--- src/design/ses_pkg.sv ---
// ----------------------------------------------------------------------------
// Segmented edge softmax package
// Shared types, constants and the exponential table function.
// ----------------------------------------------------------------------------
package ses_pkg;

  localparam int unsigned Log2eQ15 = 47274;
  localparam int unsigned TFrac    = 23;

  typedef enum logic [2:0] {
    ST_LOAD,
    ST_EXP_RD,
    ST_EXP,
    ST_DIV_RD,
    ST_DIV,
    ST_OUT,
    ST_CLEAR
  } state_t;

  typedef logic [29:0] q30_t;

  function automatic q30_t pow2_neg(input int unsigned k);
    q30_t r;
    r = 30'd0;
    case (k % 12)
      0:  r = 30'd759250125;
      1:  r = 30'd902905651;
      2:  r = 30'd984625594;
      3:  r = 30'd1028218693;
      4:  r = 30'd1050733751;
      5:  r = 30'd1062175491;
      6:  r = 30'd1067942999;
      7:  r = 30'd1070838486;
      8:  r = 30'd1072289172;
      9:  r = 30'd1073015252;
      10: r = 30'd1073378477;
      default: r = 30'd1073560135;
    endcase
    return r;
  endfunction

  // 2^(-q / 2^bits) in Q1.15, built from per-bit Q0.30 factors.
  function automatic logic [15:0] exp_rom(input int unsigned q, input int unsigned bits);
    logic [63:0] acc;
    acc = 64'd1 << 30;
    for (int unsigned j = 0; j < 12; j++) begin
      if (j < bits && ((q >> j) & 1) != 0) begin
        acc = (acc * 64'(pow2_neg(bits - j - 1)) + (64'd1 << 29)) >> 30;
      end
    end
    return 16'((acc + (64'd1 << 14)) >> 15);
  endfunction

endpackage

--- src/design/segmented_edge_softmax.sv ---
// ----------------------------------------------------------------------------
// Segmented edge softmax
// Buffers one vertex segment and emits per-feature softmax shares.
// ----------------------------------------------------------------------------
// Items are taken one per cycle while a segment loads. On the item marked
// segment_end, the block stops taking items and walks its buffer twice: an
// exponential pass (per element: memory read, then one shared multiplier
// and table lookup) and an output pass that runs one shared restoring
// divider per element, then holds the result until it is taken. After the
// output pass, a clear state resets the per-feature maximum and sum
// registers. Items beyond MAX_ELEMENTS are dropped and set the overflow
// flag carried on all results of the segment. A configuration write
// discards the segment.
module segmented_edge_softmax #(
  parameter int MAX_ELEMENTS   = 64,
  parameter int MAX_FEATURES   = 8,
  parameter int EXP_TABLE_BITS = 8
) (
  input  logic        clk,
  input  logic        rst_n,
  input  logic        cfg_we,
  input  logic [3:0]  cfg_feature_count,
  input  logic        in_valid,
  output logic        in_ready,
  input  logic signed [15:0] in_edge_value,
  input  logic        in_segment_end,
  output logic        out_valid,
  input  logic        out_ready,
  output logic [15:0] out_probability,
  output logic        out_run_last,
  output logic        out_overflowed
);
  import ses_pkg::*;

  localparam int AW = (MAX_ELEMENTS > 1) ? $clog2(MAX_ELEMENTS) : 1;
  localparam int CW = $clog2(MAX_ELEMENTS + 1);
  localparam int FW = (MAX_FEATURES > 1) ? $clog2(MAX_FEATURES) : 1;
  localparam int RomSize = 1 << EXP_TABLE_BITS;

  logic [3:0] fcount_r;
  logic [FW:0] nf;
  always_comb begin
    if (fcount_r == 4'd0) nf = (FW+1)'(1);
    else if (32'(fcount_r) > MAX_FEATURES) nf = (FW+1)'(MAX_FEATURES);
    else nf = (FW+1)'(fcount_r);
  end

  state_t state_r, state_nxt;
  logic [CW-1:0] count_r;
  logic [AW-1:0] idx_r;
  logic [FW-1:0] fpos_r, fidx_r;
  logic          ovf_r;
  logic signed [15:0] fmax_r [MAX_FEATURES];
  logic [23:0]        fsum_r [MAX_FEATURES];
  logic [15:0] vmem [MAX_ELEMENTS];
  logic [15:0] emem [MAX_ELEMENTS];
  logic [15:0] vrd_r, erd_r;
  logic [4:0]  dcnt_r;
  logic [23:0] rem_r;
  logic [16:0] quo_r;
  logic [15:0] prob_r;

  logic load_go, last_idx;
  assign in_ready = (state_r == ST_LOAD);
  assign load_go  = in_valid && in_ready && !cfg_we;
  assign last_idx = (CW'(idx_r) + CW'(1) == count_r);
  assign out_valid = (state_r == ST_OUT);
  assign out_probability = prob_r;
  assign out_run_last = last_idx;
  assign out_overflowed = ovf_r;

  // Constant table of 2^(-q / 2^EXP_TABLE_BITS) in Q1.15.
  logic [15:0] rom_tbl [RomSize];
  for (genvar g = 0; g < RomSize; g++) begin : g_rom
    assign rom_tbl[g] = exp_rom(g, EXP_TABLE_BITS);
  end

  // Exponential of (value - max).
  logic [16:0] diff;
  logic [33:0] tprod;
  logic [EXP_TABLE_BITS-1:0] rom_q;
  logic [15:0] e_val;
  logic [10:0] n_sh;
  always_comb begin
    diff  = 17'($signed({fmax_r[fidx_r][15], fmax_r[fidx_r]}) -
                $signed({vrd_r[15], vrd_r}));
    tprod = 34'(diff) * 34'(Log2eQ15);
    n_sh  = tprod[33:TFrac];
    rom_q = tprod[TFrac-1 -: EXP_TABLE_BITS];
    e_val = (n_sh >= 11'd16) ? 16'd0 : (rom_tbl[rom_q] >> n_sh[3:0]);
  end

  // Next feature index.
  logic [FW-1:0] fidx_inc, fpos_inc;
  assign fidx_inc = ((FW+1)'(fidx_r) + (FW+1)'(1) >= nf) ? '0 : FW'(fidx_r + FW'(1));
  assign fpos_inc = ((FW+1)'(fpos_r) + (FW+1)'(1) >= nf) ? '0 : FW'(fpos_r + FW'(1));

  // Divider trial subtract. The dividend is e*65536; the first step starts
  // from e shifted right by one and brings in its low bit, later steps bring
  // in zeros, so 17 steps give the whole quotient.
  logic [24:0] trial;
  logic [23:0] dsum;
  logic [23:0] rem_cur;
  logic        din_bit;
  assign dsum    = fsum_r[fidx_r];
  assign rem_cur = (dcnt_r == 5'd0) ? {9'd0, erd_r[15:1]} : rem_r;
  assign din_bit = (dcnt_r == 5'd0) ? erd_r[0] : 1'b0;
  assign trial   = {rem_cur, din_bit} - {1'b0, dsum};

  always_comb begin
    state_nxt = state_r;
    case (state_r)
      ST_LOAD:   if (load_go && in_segment_end) state_nxt = ST_EXP_RD;
      ST_EXP_RD: state_nxt = ST_EXP;
      ST_EXP:    state_nxt = last_idx ? ST_DIV_RD : ST_EXP_RD;
      ST_DIV_RD: state_nxt = ST_DIV;
      ST_DIV:    if (dcnt_r == 5'd16) state_nxt = ST_OUT;
      ST_OUT:    if (out_ready) state_nxt = last_idx ? ST_CLEAR : ST_DIV_RD;
      ST_CLEAR:  state_nxt = ST_LOAD;
      default:   state_nxt = ST_LOAD;
    endcase
    if (cfg_we) state_nxt = ST_CLEAR;
  end

  always_ff @(posedge clk) begin
    if (load_go && 32'(count_r) < MAX_ELEMENTS) vmem[AW'(count_r)] <= in_edge_value;
    if (state_r == ST_EXP) emem[idx_r] <= e_val;
    vrd_r <= vmem[idx_r];
    erd_r <= emem[idx_r];
  end

  always_ff @(posedge clk) begin
    if (!rst_n) begin
      state_r <= ST_CLEAR;
      fcount_r <= 4'd1;
      count_r <= '0; idx_r <= '0; fpos_r <= '0; fidx_r <= '0; ovf_r <= 1'b0;
      dcnt_r <= '0;
    end else begin
      state_r <= state_nxt;
      case (state_r)
        ST_LOAD: if (load_go) begin
          if (32'(count_r) < MAX_ELEMENTS) begin
            if (in_edge_value > fmax_r[fpos_r]) fmax_r[fpos_r] <= in_edge_value;
            count_r <= count_r + CW'(1);
            fpos_r <= fpos_inc;
          end else ovf_r <= 1'b1;
          if (in_segment_end) begin
            idx_r <= '0; fidx_r <= '0;
          end
        end
        ST_EXP: begin
          fsum_r[fidx_r] <= fsum_r[fidx_r] + 24'(e_val);
          idx_r <= last_idx ? '0 : idx_r + AW'(1);
          fidx_r <= last_idx ? '0 : fidx_inc;
        end
        ST_DIV_RD: begin dcnt_r <= '0; rem_r <= '0; quo_r <= '0; end
        ST_DIV: begin
          // Bit-serial long division of e*65536 by the feature sum.
          if (!trial[24]) begin rem_r <= trial[23:0]; quo_r <= {quo_r[15:0], 1'b1}; end
          else begin rem_r <= {rem_cur[22:0], din_bit}; quo_r <= {quo_r[15:0], 1'b0}; end
          dcnt_r <= dcnt_r + 5'd1;
          if (dcnt_r == 5'd16) begin
            prob_r <= (dsum == 24'd0 || quo_r[16] || quo_r[15]) ? 16'hFFFF :
                      {quo_r[14:0], !trial[24]};
          end
        end
        ST_OUT: if (out_ready) begin
          idx_r <= idx_r + AW'(1);
          fidx_r <= fidx_inc;
        end
        ST_CLEAR: begin
          for (int f = 0; f < MAX_FEATURES; f++) begin
            fmax_r[f] <= 16'sh8000; fsum_r[f] <= '0;
          end
          count_r <= '0; fpos_r <= '0; ovf_r <= 1'b0; idx_r <= '0; fidx_r <= '0;
        end
        default: ;
      endcase
      if (cfg_we) begin
        fcount_r <= cfg_feature_count;
      end
    end
  end
endmodule

--- config.mk ---
export PLATFORM = sky130hd
export DESIGN_NAME = segmented_edge_softmax
export DESIGN_NICKNAME = d
export VERILOG_FILES = /design/src/design/ses_pkg.sv /design/src/design/segmented_edge_softmax.sv
export SDC_FILE = /design/constraint.sdc
export NUM_CORES = 2
export LEC_CHECK = 0
export ABC_AREA = 1
export BUFFER_PORTS_ARGS = -buffer_cell sky130_fd_sc_hd__buf_4
export CAP_MARGIN = 40
export CORE_ASPECT_RATIO = 0.5
export CORE_MARGIN = 2
export CORE_UTILIZATION = 60
export CTS_CLUSTER_SIZE = 14
export DETAILED_ROUTE_END_ITERATION = 8
export PLACE_DENSITY = 0.72
export SYNTH_ARGS = -nofsm -noshare
export SYNTH_HDL_FRONTEND = slang
export SYNTH_SLANG_ARGS = --single-unit
--- constraint.sdc ---
create_clock -name clk -period 34.9 [get_ports clk]
set_input_delay 1.745 -clock clk [delete_from_list [all_inputs] [get_ports clk]]
set_output_delay 1.745 -clock clk [all_outputs]
set_load 0.005 [all_outputs]
Yosys cells after proc, flatten, opt, wreduce, memory -nomap -nowiden
Memory sizes are Yosys's and may differ from the RTL's. A register that Yosys moved wholly into a read port is not among the register bits.
Index checks and enable logic that the tools add are counted.
W data, S select, Z words.
{"block": "op_classes", "n_addsub": 11, "multipliers": 1, "magnitude_cmp": 7, "n_eq_ne": 15, "shift": 1, "muxes": 66, "n_bitwise": 2, "n_reduce_logical": 24}
{"cell": "$mux W24", "count": 3}
{"cell": "$mux W16", "count": 4}
{"cell": "$mux W3", "count": 20}
{"cell": "$pmux W24 S2", "count": 1}
{"cell": "$pmux W17 S2", "count": 1}
{"cell": "$mul A17 B15 Y32 const B", "count": 1}
{"cell": "$sub A25 B24 Y25", "count": 1}
{"cell": "$add A24 B16 Y24", "count": 1}
{"cell": "$logic_not A24 Y1", "count": 1}
{"cell": "$mux W6", "count": 4}
{"cell": "$pmux W6 S4", "count": 1}
{"cell": "$reduce_or A24 Y1", "count": 1}
{"cell": "$mux W1", "count": 21}
{"cell": "$pmux W3 S6", "count": 1}
{"cell": "$sub A16 B16 Y17", "count": 1}
{"cell": "$gt A16 B16 Y1", "count": 1}
{"cell": "$reduce_or A16 Y1", "count": 1}
{"cell": "$shr A16 B4 Y16", "count": 1}
{"cell": "$mux W7", "count": 2}
{"cell": "$pmux W7 S2", "count": 1}
{"cell": "$pmux W3 S4", "count": 1}
{"cell": "$reduce_and A3 Y1", "count": 4}
{"cell": "$ge A10 B5 Y1 const B", "count": 1}
{"cell": "$ne A2 B1 Y1 const B", "count": 5}
{"cell": "34 further kinds", "count": 48}
{"block": "totals", "reg_bits": 89, "mem_bits_rw": 2368, "mem_bits_ro": 4096, "inputBits": 26, "out_inout_bits": 20, "elab_cells": 143, "memories": 5}
{"memory": "(no name shown)", "words": 256, "word_bits": 16, "read_ports": 1, "rd_ports_with_merged_regs": 0, "write_ports": 0, "line_no": "segmented_edge_softmax.sv:90", "source": "e_val = (n_sh >= 11'd16) ? 16'd0 : (rom_tbl[rom_q] >> n_sh[3:0]);"}
{"memory": "emem", "words": 64, "word_bits": 16, "read_ports": 1, "rd_ports_with_merged_regs": 1, "write_ports": 1, "line_no": "segmented_edge_softmax.sv:56", "source": "logic [15:0] emem [MAX_ELEMENTS];"}
{"memory": "vmem", "words": 64, "word_bits": 16, "read_ports": 1, "rd_ports_with_merged_regs": 1, "write_ports": 1, "line_no": "segmented_edge_softmax.sv:55", "source": "logic [15:0] vmem [MAX_ELEMENTS];"}
{"memory": "fsum_r", "words": 8, "word_bits": 24, "read_ports": 1, "rd_ports_with_merged_regs": 1, "write_ports": 8, "line_no": "segmented_edge_softmax.sv:54", "source": "logic [23:0] fsum_r [MAX_FEATURES];"}
{"memory": "fmax_r", "words": 8, "word_bits": 16, "read_ports": 2, "rd_ports_with_merged_regs": 2, "write_ports": 8, "line_no": "segmented_edge_softmax.sv:53", "source": "logic signed [15:0] fmax_r [MAX_FEATURES];"}

Logic depth before layout (Yosys ltp)
{"block": "logic_depth", "ltp_word": 10, "depth_mapped": 77, "ltp_nobuf": 73}

Least setup slack after synthesis
OpenSTA, ideal clock, no wires.
{"block": "synth_timing", "kind": "flip-flop to flip-flop", "startpoint": "reg (tool-made name)", "endpoint": "mem fsum_r[0][23]", "setup_ns": 0.057, "arrival_time_ns": 13.826, "t_required_ns": 34.843, "setup_slack_ns": 21.017, "stages_incl_launch_ff": 70, "n_path_buf": 5, "synth_period_minus_slack_ns": 13.883, "path_cell_list": "dfxtp_1 > inv_2 > buf_2 > buf_2 > clkbuf_1 > clkbuf_1 > clkbuf_1 > o21ai_0 > nand3_1 > nand2_1 > ha_1 > fa_1 > o21ai_0 > nand4_1 > o211ai_1 > a21oi_1 > o21bai_1 > nand3_1 > [... 34 more ...] > nand2_2 > o21ai_2 > o21ai_0 > ha_1 > nand2_1 > nor2_1 > a211oi_1 > o21ai_0 > inv_1 > o21ai_0 > nand3_1 > o2111ai_1 > nand3_1 > nand2_1 > nand4_1 > xor2_1 > o21ai_0 > inv_1"}
{"element": "end: declaration", "line_no": "segmented_edge_softmax.sv:54"}

==> flow_summary.yaml <==
route:
  drt_iter0_markers: 10990
  vias: 75853
  vias_per_cell: 6.48
  avgRoutedWirePerCell_um: 26.6
  drtAntennaViolNets: 0
  routed_wirelength_um: 311000
  drt_pass1_iterations: 6
  drc: 0
yosys:
  syn_avg_cell_area_um2: 11.7
  synthArstFlopShare_pct: 0
  synthFlopType: "edfxtp_1"
  syn_area_um2: 107000
  synth-seq-cells: 2495
  yosys_warnings: 0
  synth_cell_type_count: 67
  yosysSeqAreaShare_pct: 66.2
  syn_nets: 9503
  synth_edf_count: 2105
  synthesis.instances: 9161
critical_path:
  cp_max_fo: 84
  crit_required_ps: 35600
  critPathKind: "flop to flop"
  crit_end: "fsum_r[6][20]"
  r2r_slack_ps: 20090
  max_stage_delay_ps: 750
  r2r-end: "fsum_r[6][20]"
  start_kind: "flop"
  reg2regPathDepth: 65
  cp.arrival_ps: 15510
  critPathMostFrequentCell: "nand2_1"
  crit_path_end_kind: "flop"
  slowest_stage: "buf_4"
outcome:
  status: "complete, no violations"
layout:
  drive_gt1_share_pct: 7.71
  area_growth_pct: 9.38
  multi_input_area_um2: 31700
  fillCellCount: 12957
  nets: 9533
  final_cell_mix: "edfxtp_1 (2105), nand2_1 (1593), inv_1 (718)"
  ff_latch_area_um2: 71000
  final_common_cell: "edfxtp_1"
die:
  core_um2: 177000
  rows: 109
  die_h_um: 303
  io_pins: 46
  die_area_um2: 182000
  start_util_pct: 60.6
  die_x_um: 602
cts:
  postCtsSetupRepairBufs: 0
  cts_tree: "yes"
  clkLatencyLatePin_ps: 890
  cts_buffers: 214
  cts_buffer_depth: 4
  htree_levels: 4
  clock-sinks: 2495
  clock-root-buffer: "clkbuf_16"
  cts-resized-gates: 0
  cts_hold_buf: 0
  clk_pin_slew_ps: 70
timing:
  skew_ps: 99.2
  fin_ws_ps: 20090
  slew_headroom_pct: 29.9
  finalCritPeriodShare_pct: 42.4
  slew_viol_final: 0
  fmax_mhz: 67.5
  fin_crit_ps: 14810
  grt_setup_unrepaired: "no"
  finalSetupTns_ps: 0
  worst_pin_slew_ps: 1050
  hold_violations: 0
  finalSetupViolCount: 0
global_route:
  antenna_found_initial: 13
  grt.total_usage_pct: 33.4
  overflow: 0
  grt_pass1_wl_um: 454000
  grt_max_degree: 166
  grt_pass1_vias: 69437
place:
  pre_cts_ws_ps: 20260
  routabilityCongestion: 0.964
  dpl.hpwl_um: 188000
  numPortBuffers: 45
flow_run:
  maxCapViolCount: 0
min_path:
  hold_class: "flop to flop"
cells in the mapped netlist (38+ instances only):
| cell | number | area [um2] |
|---|---|---|
| edfxtp_1 | 2105 | 63200 |
| nand2_1 | 1594 | 5980 |
| inv_1 | 720 | 2700 |
| a21oi_1 | 617 | 3090 |
| o21ai_0 | 612 | 3060 |
| nor2_1 | 504 | 1890 |
| dfxtp_1 | 390 | 7810 |
| clkbuf_1 | 338 | 1270 |
| nand3_1 | 329 | 1650 |
| a22oi_1 | 312 | 2340 |
| nand4_1 | 270 | 1690 |
| a221oi_1 | 262 | 2290 |
| ha_1 | 238 | 2980 |
| a22o_1 | 235 | 2060 |
| buf_1 | 90 | 338 |
| fa_1 | 78 | 1560 |
| xor2_1 | 55 | 482 |
| buf_2 | 51 | 255 |
| a31oi_1 | 38 | 238 |
cell families (layout without fill, tap and decap cells):
group / after synthesis / after routing / synth area share, %
AND/OR/NAND/NOR: 2826 / 2826 / 11.3
flip-flops: 2495 / 2495 / 66.2
AO/OA/AOI/OAI: 2198 / 2198 / 13.1
buffers and inverters: 1246 / 1395 / 4.52
adder cells (fa/ha/maj): 316 / 316 / 4.23
XOR/XNOR: 80 / 80 / 0.678
other: 0 / 7 / 0
sequential cells by signal (all words and copies together) (netlist names), 4 cells and up, named ones only:
| register | count |
|---|---|
| count_r | 7 |
| dcnt_r | 5 |
| emem | 1024 |
| erd_r | 16 |
| fcount_r | 4 |
| fmax_r | 128 |
| fsum_r | 192 |
| idx_r | 6 |
| out_probability | 16 |
| quo_r | 17 |
| rem_r | 24 |
| vmem | 1024 |
| vrd_r | 16 |
per-layer routing:
metal	global-route usage [%]	wire length (um)
met3	8.48	41500
met4	9.55	9080
met2	50.0	136000
met5	0	48
met1	48.8	125000
final cells by class:
class                   count  share of cell area (%)
clock buffers             305                    5.02
multi-input cells        5420                    27.0
well taps                2386                    2.54
clock inverters            30                   0.259
diodes                      7                  0.0149
repair buffers            314                    2.24
flip-flops and latches   2495                    60.5
inverters                 746                    2.39
stage by stage:
step,util (%),hold WS [ps],std cells,cell area (um2)
after floorplan,-,430,9161,107000
after global placement,62.6,441,11340,111000
after detailed placement,62.7,444,11358,111000
after CTS,66.2,454,11693,117000
after global routing,66.2,489,11696,117000
final,66.2,456,11703,117000
worst min path at each step:
stage / slack [ps] / to / startpoint / cells past startpoint
floorplan: 430 / fcount_r[0] / fcount_r[0] / 2
global placement: 440 / fmax_r[0][7] / fmax_r[0][7] / 2
detailed placement: 440 / fmax_r[0][5] / fmax_r[0][5] / 2
CTS: 450 / fmax_r[0][5] / fmax_r[0][5] / 2
global route: 490 / fmax_r[0][8] / fmax_r[0][8] / 2
finish: 460 / fmax_r[0][13] / fmax_r[0][13] / 2
worst max-delay path: cells and delay by family (launching register included):
family,cells,cell delay [ps]
AND/OR/NAND/NOR,25,2670
buffers and inverters,11,2940
adder cells (fa/ha/maj),10,4120
AO/OA/AOI/OAI,17,3270
flip-flops,1,620
XOR/XNOR,2,980
Power is not shown: default switching activity piles up to over one toggle a cycle in this logic, so the estimate is an artifact.
